$ cat config.mk
export PLATFORM = sky130hd
export DESIGN_NAME = integer_set_table_engine
export DESIGN_NICKNAME = d
export VERILOG_FILES = /design/src/sv/ist_pkg.sv /design/src/sv/ist_store.sv /design/src/sv/ist_seq.sv /design/src/sv/integer_set_table_engine.sv
export SDC_FILE = /design/constraint.sdc
export NUM_CORES = 2
export LEC_CHECK = 0
export ABC_AREA = 1
export BUFFER_PORTS_ARGS = -buffer_cell sky130_fd_sc_hd__buf_2
export CORE_MARGIN = 2
export CORE_UTILIZATION = 40
export CTS_CLUSTER_DIAMETER = 120
export DETAILED_ROUTE_END_ITERATION = 10
export PLACE_DENSITY = 0.51
export SYNTH_ARGS = -nofsm -noshare
export SYNTH_HDL_FRONTEND = slang
export SYNTH_SLANG_ARGS = --single-unit
export TNS_END_PERCENT = 50
$ cat constraint.sdc
create_clock -name clk -period 14.6 [get_ports clk]
set_input_delay 1.46 -clock clk [delete_from_list [all_inputs] [get_ports clk]]
set_output_delay 1.46 -clock clk [all_outputs]
set_load 0.03 [all_outputs]
$ cat src/sv/ist_pkg.sv
// Package for the integer set table engine: sizes, codes, state enums,
// the store command and response structs and the slot address function.
// No dependencies.
`timescale 1ns / 1ps

package ist_pkg;

  localparam int CAPACITY    = 16;
  localparam int NUM_SETS    = 4;
  localparam int TOTAL_SLOTS = CAPACITY * NUM_SETS;

  localparam int REQ_W  = 3;
  localparam int SETF_W = 2;
  localparam int VAL_W  = 32;
  localparam int STAT_W = 2;
  localparam int MCNT_W = 5;

  localparam int SET_W   = $clog2(NUM_SETS);
  localparam int IDX_W   = (CAPACITY > 1) ? $clog2(CAPACITY) : 1;
  localparam int CNT_W   = $clog2(CAPACITY + 1);
  localparam int SLOT_AW = $clog2(TOTAL_SLOTS);

  typedef enum logic [REQ_W-1:0] {
    OP_INSERT = 3'd0,
    OP_DELETE = 3'd1,
    OP_FIND   = 3'd2,
    OP_CLEAR  = 3'd3,
    OP_UNION  = 3'd4,
    OP_INTER  = 3'd5,
    OP_DIFF   = 3'd6
  } req_op_t;

  typedef enum logic [STAT_W-1:0] {
    ST_OK   = 2'd0,
    ST_MISS = 2'd1,
    ST_FULL = 2'd2
  } stat_t;

  typedef enum logic [2:0] {
    S_IDLE,
    S_SCAN,
    S_DECIDE,
    S_NEXT,
    S_FETCH,
    S_RESP
  } seq_state_t;

  // what the current lookup is for
  typedef enum logic [1:0] {
    K_REQ,
    K_ELEM_A,
    K_ELEM_B
  } kind_t;

  typedef struct packed {
    logic [SLOT_AW-1:0] raddr;
    logic               wr;
    logic               inval;
    logic               clr;
    logic [SET_W-1:0]   cset;
    logic [SLOT_AW-1:0] waddr;
    logic [VAL_W-1:0]   wdata;
  } st_cmd_t;

  typedef struct packed {
    logic             valid;
    logic [VAL_W-1:0] data;
  } st_rsp_t;

  typedef struct packed {
    logic              strobe;
    stat_t             status;
    logic [MCNT_W-1:0] count;
  } res_t;

  function automatic logic [SLOT_AW-1:0] slot_addr(input logic [SET_W-1:0] s,
                                                    input logic [IDX_W-1:0] i);
    return SLOT_AW'(SLOT_AW'(s) * SLOT_AW'(CAPACITY) + SLOT_AW'(i));
  endfunction

endpackage

$ cat src/sv/ist_store.sv
// Slot store: value memory (one write, one registered read per cycle)
// plus per-slot valid flags. Depends on ist_pkg.
`timescale 1ns / 1ps

module ist_store (
  input  logic             clk,
  input  logic             rst_n,
  input  ist_pkg::st_cmd_t cmd,
  output ist_pkg::st_rsp_t rsp
);
  import ist_pkg::*;

  logic [VAL_W-1:0]       mem [TOTAL_SLOTS];
  logic [TOTAL_SLOTS-1:0] valid_r, valid_nxt;
  logic [VAL_W-1:0]       rdata_r;
  logic                   rvalid_r;

  always_ff @(posedge clk) begin
    if (cmd.wr) begin
      mem[cmd.waddr] <= cmd.wdata;
    end
    rdata_r <= mem[cmd.raddr];
  end

  always_comb begin
    valid_nxt = valid_r;
    if (cmd.clr) begin
      for (int i = 0; i < CAPACITY; i++) begin
        valid_nxt[slot_addr(cmd.cset, IDX_W'(i))] = 1'b0;
      end
    end
    if (cmd.inval) begin
      valid_nxt[cmd.waddr] = 1'b0;
    end
    if (cmd.wr) begin
      valid_nxt[cmd.waddr] = 1'b1;
    end
  end

  always_ff @(posedge clk) begin
    if (!rst_n) begin
      valid_r  <= '0;
      rvalid_r <= 1'b0;
    end else begin
      valid_r  <= valid_nxt;
      rvalid_r <= valid_r[cmd.raddr];
    end
  end

  assign rsp.valid = rvalid_r;
  assign rsp.data  = rdata_r;

endmodule

$ cat src/sv/ist_seq.sv
// Request sequencer: slot scans, read-modify-write of the slot store,
// per-set member counts and result status. Depends on ist_pkg.
`timescale 1ns / 1ps

module ist_seq (
  input  logic                        clk,
  input  logic                        rst_n,
  input  logic                        start,
  input  logic [ist_pkg::REQ_W-1:0]   req_type,
  input  logic [ist_pkg::SETF_W-1:0]  target_set,
  input  logic [ist_pkg::SETF_W-1:0]  source_a,
  input  logic [ist_pkg::SETF_W-1:0]  source_b,
  input  logic [ist_pkg::VAL_W-1:0]   value,
  output logic                        busy,
  output ist_pkg::st_cmd_t            st_cmd,
  input  ist_pkg::st_rsp_t            st_rsp,
  output ist_pkg::res_t               res
);
  import ist_pkg::*;

  seq_state_t          state_r, state_nxt;
  kind_t               kind_r, kind_nxt;
  logic [REQ_W-1:0]    op_r, op_nxt;
  logic [SETF_W-1:0]   t_r, t_nxt, sa_r, sa_nxt, sb_r, sb_nxt;
  logic                t_ok_r, t_ok_nxt;
  logic [VAL_W-1:0]    key_r, key_nxt;
  stat_t               status_r, status_nxt;
  logic [CNT_W-1:0]    oi_r, oi_nxt, si_r, si_nxt;
  logic                pv_r, pv_nxt;
  logic [IDX_W-1:0]    pidx_r, pidx_nxt;
  logic                hit_r, hit_nxt, free_r, free_nxt;
  logic [IDX_W-1:0]    hit_idx_r, hit_idx_nxt, free_idx_r, free_idx_nxt;
  logic [CNT_W-1:0]    cnt_r [NUM_SETS];
  logic [CNT_W-1:0]    cnt_nxt [NUM_SETS];

  logic [SET_W-1:0]    tset, scan_set;
  logic [SETF_W-1:0]   src_sel;
  logic                src_ok, b_ok, cnt_full, rsp_hit, take;
  logic [CNT_W-1:0]    cnt_t;

  assign tset     = SET_W'(t_r);
  assign src_sel  = (kind_r == K_ELEM_B) ? sb_r : sa_r;
  assign src_ok   = (int'(src_sel) < NUM_SETS) && (src_sel != t_r);
  assign b_ok     = (int'(sb_r) < NUM_SETS) && (sb_r != t_r);
  assign scan_set = (kind_r == K_ELEM_A) ? SET_W'(sb_r) : tset;
  assign cnt_t    = cnt_r[tset];
  assign cnt_full = cnt_t >= CNT_W'(CAPACITY);
  assign rsp_hit  = st_rsp.valid && (st_rsp.data == key_r);
  assign take     = (op_r == OP_UNION) || (op_r == OP_INTER && hit_r) ||
                    (op_r == OP_DIFF && !hit_r);
  assign busy     = (state_r != S_IDLE);

  always_comb begin
    state_nxt    = state_r;
    kind_nxt     = kind_r;
    op_nxt       = op_r;
    t_nxt        = t_r;
    sa_nxt       = sa_r;
    sb_nxt       = sb_r;
    t_ok_nxt     = t_ok_r;
    key_nxt      = key_r;
    status_nxt   = status_r;
    oi_nxt       = oi_r;
    si_nxt       = si_r;
    pv_nxt       = pv_r;
    pidx_nxt     = pidx_r;
    hit_nxt      = hit_r;
    free_nxt     = free_r;
    hit_idx_nxt  = hit_idx_r;
    free_idx_nxt = free_idx_r;
    cnt_nxt      = cnt_r;
    st_cmd       = '0;
    res          = '0;

    unique case (state_r)
      S_IDLE: begin
        if (start) begin
          op_nxt     = req_type;
          t_nxt      = target_set;
          sa_nxt     = source_a;
          sb_nxt     = source_b;
          key_nxt    = value;
          status_nxt = ST_OK;
          t_ok_nxt   = int'(target_set) < NUM_SETS;
          kind_nxt   = K_REQ;
          oi_nxt     = '0;
          si_nxt     = '0;
          pv_nxt     = 1'b0;
          hit_nxt    = 1'b0;
          free_nxt   = 1'b0;
          if (!t_ok_nxt) begin
            state_nxt = S_RESP;
          end else begin
            unique case (req_type) inside
              OP_INSERT, OP_DELETE, OP_FIND: begin
                state_nxt = S_SCAN;
              end
              OP_CLEAR: begin
                st_cmd.clr                       = 1'b1;
                st_cmd.cset                      = SET_W'(target_set);
                cnt_nxt[SET_W'(target_set)]      = '0;
                state_nxt                        = S_RESP;
              end
              OP_UNION, OP_INTER, OP_DIFF: begin
                st_cmd.clr                       = 1'b1;
                st_cmd.cset                      = SET_W'(target_set);
                cnt_nxt[SET_W'(target_set)]      = '0;
                kind_nxt                         = K_ELEM_A;
                state_nxt                        = S_NEXT;
              end
              default: begin
                state_nxt = S_RESP;
              end
            endcase
          end
        end
      end

      // one slot read issued per cycle, compared in the next cycle
      S_SCAN: begin
        if (si_r < CNT_W'(CAPACITY)) begin
          st_cmd.raddr = slot_addr(scan_set, si_r[IDX_W-1:0]);
          pv_nxt       = 1'b1;
          pidx_nxt     = si_r[IDX_W-1:0];
          si_nxt       = si_r + CNT_W'(1);
        end else begin
          pv_nxt = 1'b0;
        end
        if (pv_r) begin
          if (rsp_hit) begin
            hit_nxt     = 1'b1;
            hit_idx_nxt = pidx_r;
          end
          if (!st_rsp.valid && !free_r) begin
            free_nxt     = 1'b1;
            free_idx_nxt = pidx_r;
          end
          if (si_r == CNT_W'(CAPACITY)) begin
            state_nxt = S_DECIDE;
          end
        end
      end

      S_DECIDE: begin
        unique case (kind_r)
          K_REQ: begin
            state_nxt = S_RESP;
            unique case (op_r) inside
              OP_INSERT: begin
                if (hit_r) begin
                  status_nxt = ST_MISS;
                end else if (cnt_full || !free_r) begin
                  status_nxt = ST_FULL;
                end else begin
                  st_cmd.wr     = 1'b1;
                  st_cmd.waddr  = slot_addr(tset, free_idx_r);
                  st_cmd.wdata  = key_r;
                  cnt_nxt[tset] = cnt_t + CNT_W'(1);
                  status_nxt    = ST_OK;
                end
              end
              OP_DELETE: begin
                if (hit_r) begin
                  st_cmd.inval = 1'b1;
                  st_cmd.waddr = slot_addr(tset, hit_idx_r);
                  if (cnt_t != '0) begin
                    cnt_nxt[tset] = cnt_t - CNT_W'(1);
                  end
                  status_nxt = ST_OK;
                end else begin
                  status_nxt = ST_MISS;
                end
              end
              default: begin
                status_nxt = hit_r ? ST_OK : ST_MISS;
              end
            endcase
          end
          K_ELEM_A, K_ELEM_B: begin
            state_nxt = S_NEXT;
            // target fills densely from slot 0 during a set operation
            if ((kind_r == K_ELEM_A && take) || (kind_r == K_ELEM_B && !hit_r)) begin
              if (cnt_full) begin
                status_nxt = ST_FULL;
              end else begin
                st_cmd.wr     = 1'b1;
                st_cmd.waddr  = slot_addr(tset, cnt_t[IDX_W-1:0]);
                st_cmd.wdata  = key_r;
                cnt_nxt[tset] = cnt_t + CNT_W'(1);
              end
            end
          end
          default: begin
            state_nxt = S_RESP;
          end
        endcase
      end

      S_NEXT: begin
        if ((oi_r < CNT_W'(CAPACITY)) && src_ok) begin
          st_cmd.raddr = slot_addr(SET_W'(src_sel), oi_r[IDX_W-1:0]);
          oi_nxt       = oi_r + CNT_W'(1);
          state_nxt    = S_FETCH;
        end else if (kind_r == K_ELEM_A && op_r == OP_UNION) begin
          kind_nxt = K_ELEM_B;
          oi_nxt   = '0;
        end else begin
          state_nxt = S_RESP;
        end
      end

      S_FETCH: begin
        if (!st_rsp.valid) begin
          state_nxt = S_NEXT;
        end else begin
          key_nxt  = st_rsp.data;
          hit_nxt  = 1'b0;
          free_nxt = 1'b0;
          si_nxt   = '0;
          pv_nxt   = 1'b0;
          if (kind_r == K_ELEM_B || (op_r != OP_UNION && b_ok)) begin
            state_nxt = S_SCAN;
          end else begin
            state_nxt = S_DECIDE;
          end
        end
      end

      S_RESP: begin
        res.strobe = 1'b1;
        res.status = status_r;
        res.count  = t_ok_r ? MCNT_W'(cnt_t) : '0;
        state_nxt  = S_IDLE;
      end

      default: begin
        state_nxt = S_IDLE;
      end
    endcase
  end

  always_ff @(posedge clk) begin
    if (!rst_n) begin
      state_r <= S_IDLE;
      pv_r    <= 1'b0;
      for (int s = 0; s < NUM_SETS; s++) begin
        cnt_r[s] <= '0;
      end
    end else begin
      state_r <= state_nxt;
      pv_r    <= pv_nxt;
      cnt_r   <= cnt_nxt;
    end
  end

  always_ff @(posedge clk) begin
    kind_r     <= kind_nxt;
    op_r       <= op_nxt;
    t_r        <= t_nxt;
    sa_r       <= sa_nxt;
    sb_r       <= sb_nxt;
    t_ok_r     <= t_ok_nxt;
    key_r      <= key_nxt;
    status_r   <= status_nxt;
    oi_r       <= oi_nxt;
    si_r       <= si_nxt;
    pidx_r     <= pidx_nxt;
    hit_r      <= hit_nxt;
    free_r     <= free_nxt;
    hit_idx_r  <= hit_idx_nxt;
    free_idx_r <= free_idx_nxt;
  end

endmodule

$ cat src/sv/integer_set_table_engine.sv
// Channel  | transfer when      | ports
// request  | start && !busy     | in_req_type, in_target_set, in_source_a, in_source_b, in_value
// result   | out_valid (1 cyc)  | out_status, out_member_count
//
// Insert, delete and find scan every slot of the target set (one slot read a cycle).
// Clear and unknown codes go straight to the result. Set operations read each source slot,
// and each member that needs a lookup in the other set scans that set first.
// busy drops in the strobe cycle; the next request may transfer there.
// Synchronous active-low reset empties all sets at once. Results cannot be stalled.
// Top level of the integer set table engine; depends on ist_pkg, ist_store, ist_seq.
`timescale 1ns / 1ps

module integer_set_table_engine (
  input  logic                              clk,
  input  logic                              rst_n,
  input  logic                              start,
  output logic                              busy,
  input  logic        [ist_pkg::REQ_W-1:0]  in_req_type,
  input  logic        [ist_pkg::SETF_W-1:0] in_target_set,
  input  logic        [ist_pkg::SETF_W-1:0] in_source_a,
  input  logic        [ist_pkg::SETF_W-1:0] in_source_b,
  input  logic signed [ist_pkg::VAL_W-1:0]  in_value,
  output logic                              out_valid,
  output logic        [ist_pkg::STAT_W-1:0] out_status,
  output logic        [ist_pkg::MCNT_W-1:0] out_member_count
);
  import ist_pkg::*;

  st_cmd_t           st_cmd;
  st_rsp_t           st_rsp;
  res_t              res;
  logic              out_valid_r;
  logic [STAT_W-1:0] out_status_r;
  logic [MCNT_W-1:0] out_count_r;

  ist_store u_store (
    .clk   (clk),
    .rst_n (rst_n),
    .cmd   (st_cmd),
    .rsp   (st_rsp)
  );

  ist_seq u_seq (
    .clk        (clk),
    .rst_n      (rst_n),
    .start      (start),
    .req_type   (in_req_type),
    .target_set (in_target_set),
    .source_a   (in_source_a),
    .source_b   (in_source_b),
    .value      (in_value),
    .busy       (busy),
    .st_cmd     (st_cmd),
    .st_rsp     (st_rsp),
    .res        (res)
  );

  always_ff @(posedge clk) begin
    if (!rst_n) begin
      out_valid_r <= 1'b0;
    end else begin
      out_valid_r <= res.strobe;
    end
  end

  always_ff @(posedge clk) begin
    out_status_r <= res.status;
    out_count_r  <= res.count;
  end

  assign out_valid        = out_valid_r;
  assign out_status       = out_status_r;
  assign out_member_count = out_count_r;

endmodule

==> results.toml <==
[sta]
skew_ps = 61.8
period_share_pct = 48.9
fin_hold_ws_ps = 452
setup_tns_ps = 0
max_slew_margin_pct = 7.16
finalHoldViolCount = 0
rsz0062_at_grt = "no"
drv_slew = 0
fin_crit_ps = 7130
worstMarginPinSlew_ps = 1390
setup_viol = 0
fmax_mhz = 140

[floorplan]
core_area_mm2 = 0.235
die_w_um = 490
die_area_mm2 = 0.240
core.rowCount = 178
num_io_pins = 53
chipHeight_um = 490
start_util_pct = 40.2

[worst_setup_path]
cp_slowest_stage_delay_ps = 920
r2r_start = "u_seq.kind_r[0]"
cp-end-kind = "flip-flop"
crit_type = "flip-flop to flip-flop"
path_delay_family = "buffers and inverters"
crit_start = "u_seq.kind_r[0]"
crit_path_frequent_cell = "nand2_1"
cp-start-kind = "flip-flop"
cp_cell_sequence = "inv_1 -> ha_1 -> inv_2 -> nand2_1 -> nand2_1 -> nand2_1 -> nand2_1 -> nand2_1 -> nand4_4 -> nand2_8 -> buf_12 -> buf_4 -> buf_4 -> buf_4 -> nand2_1 -> o21ai_0 -> o211ai_1 -> nand3_1 -> nand3_1 -> nand3_1 -> nand2_1"
timing.rr.end = "u_store.rdata_r[28]"
ff2ff_setup_slack_ps = 7470
ff2ff_path_depth = 21
critPathSlowestCell = "buf_4"
critPathBufInv = 6
arrival_ps = 7900
cp.required_ps = 15360
worstPathMaxFanout = 164

[drt]
drtIter0Drc = 6546
ant_nets = 0
first_pass_iters = 7
vias = 61400
vias_per_cell = 5.55
remaining_drc_errors = 0
drt_wl_total_mm = 289
wire_per_inst_um = 26.1

[clock_network]
clkTransAtPathRegs_ps = 60
cts_buffer_depth = 3
clkLatencyLatePin_ps = 880
cts.sinks = 2246
htreeDepth = 4
numCtsBuffers = 233
ctsHoldBuffers = 0
cts_tree = "yes"
cts_setup_buffers = 0
cts.root.buffer_cell = "clkbuf_16"
postCtsResizedCells = 0

[finish]
final_cell_mix = "edfxtp_1 (2,117), nand2_1 (1,164), nand3_1 (1,064)"
fin_cells = 11100
fin_nets = 7770
final_common_cell = "edfxtp_1"
drive_gt1_share_pct = 13.7
area_growth_pct = 11.5

[power_and_ir_drop]
powerDensity_mw_per_mm2 = 150
p_int_uw = 11000
p_leak_uw = 0.0343
irDropWorstVdd_uv = 115
fin_total_pwr_uw = 15800
power_frac_comb_pct = 17.8
power_frac_seq_pct = 46.1
p_switching_uw = 4740
switching_share_pct = 30.1
clockPowerShare_pct = 36.1

[global_route]
grtUsageTotal_pct = 23.9
grt_pass1_vias = 58800
grt_max_degree = 185
antenna_found_initial = 19
grt_pass1_wl_mm = 418
overflow = 0

[placed_design]
place_hpwl_mm = 151
gp_congestion = 0.856
io_buffers = 52
placedCellCount = 10600

[logic_synthesis]
syn_avg_cell_area_um2 = 12.1
synthFlopType = "edfxtp_1"
ys_seq_area_share_pct = 70.2
ys_ff_latch = 2246
async_reset_ff_share_pct = 0
netlist_area_mm2 = 0.0943
synth_edf_count = 2117
syn-num-nets = 7838
yosysWarnings = 0
ys_types = 55
syn_inst = 7784

[worst_hold_path]
hold_class = "flip-flop to flip-flop"
whs_path_depth = 0
holdCritStartpoint = "u_seq.pidx_r[2]"
holdPathEnd = "u_seq.hit_idx_r[2]"

[run]
maxCapViolations = 0

[run_status]
outcome = "complete, no violations"
## metrics by stage
| stage | setup slack (ps) | util, % | instance area, µm² |
|---|---|---|---|
| after global placement | 7790 | 41.7 | 98000 |
| after floorplan | 9860 | - | 94300 |
| after global routing | 6920 | 44.8 | 105000 |
| after CTS | 7600 | 44.8 | 105000 |
| final | 7470 | 44.8 | 105000 |
| after detailed placement | 7610 | 41.7 | 98000 |
## power by group through the flow
stage | Combinational [µW] | Clock (µW) | Sequential [µW]
6_report | 2810 | 5680 | 7270
5_1_grt | 3040 | 6030 | 7270
4_1_cts | 2800 | 5780 | 7270
3_5_place_dp | 2790 | 0 | 7400
3_3_place_gp | 2770 | 0 | 7400
2_1_floorplan | 1780 | 0 | 7340
## metal layers
| layer | track usage [%] | part of all wire [%] | vias up |
|---|---|---|---|
| met5 | 0 | 0.0093 | - |
| met4 | 7.07 | 2.8 | 4 |
| met3 | 3.45 | 6.4 | 395 |
| met2 | 38.4 | 47 | 2106 |
| met1 | 33.7 | 44 | 31000 |
| li1 | - | - | 27900 |
## worst max path at each step
stage                                      to  cells after the start
after floorplan            u_store.mem[33][0]                     14
after global placement    u_store.rdata_r[28]                     21
after detailed placement  u_store.rdata_r[28]                     21
after CTS                 u_store.rdata_r[28]                     21
after global routing      u_store.rdata_r[16]                     21
final                     u_store.rdata_r[28]                     21
## sequential cells by signal, indices dropped and copies added (netlist names), 4 cells and up
| signal | cells |
|---|---|
| u_seq.key_r | 32 |
| u_store.valid_r | 64 |
| u_store.rdata_r | 32 |
| u_seq.hit_idx_r | 4 |
| u_seq.cnt_r | 20 |
| u_seq.si_r | 5 |
| u_store.mem | 2048 |
| out_member_count | 5 |
| u_seq.free_idx_r | 4 |
| u_seq.oi_r | 5 |
| u_seq.pidx_r | 4 |
## cells by family (layout without fill, tap and decap cells)
group	count (synthesis)	in the layout	share of synthesized area [%]
compound gates	1317	1317	9.72
xor+xnor	21	21	0.195
fa+ha+maj	10	10	0.133
buf+inv	1328	1454	5.60
flops	2246	2246	70.2
other cells	0	6	0
simple gates	2862	2862	14.2
## final cells by class
type / instances / area, µm²
multi-input combinational: 4210 / 23300
fill: 21400 / 130000
clock buffer: 310 / 6210
inverter: 820 / 3110
antenna: 6 / 15.0
sequential: 2246 / 66200
tap: 3150 / 3940
clock inverter: 119 / 968
timing repair buffer: 205 / 1510
## Yosys cell counts, types with 11 or more instances
cell type / n / area [µm²]
a21oi_1: 80 / 400
nor2_2: 12 / 75.1
or2_2: 391 / 2450
o21ai_1: 34 / 170
dfxtp_1: 129 / 2580
nand2_1: 1167 / 4380
nand3b_1: 14 / 105
inv_1: 791 / 2970
xor2_1: 19 / 166
buf_2: 149 / 746
o21ai_0: 191 / 956
o22ai_1: 14 / 87.6
buf_4: 15 / 113
inv_2: 27 / 101
nor3_1: 25 / 125
buf_1: 45 / 169
nand3_1: 1064 / 5330
nand2_2: 11 / 68.8
nor2_1: 143 / 537
edfxtp_1: 2117 / 63600
clkbuf_1: 293 / 1100
o211ai_1: 964 / 7240
Power figures use the tool's default switching activity.
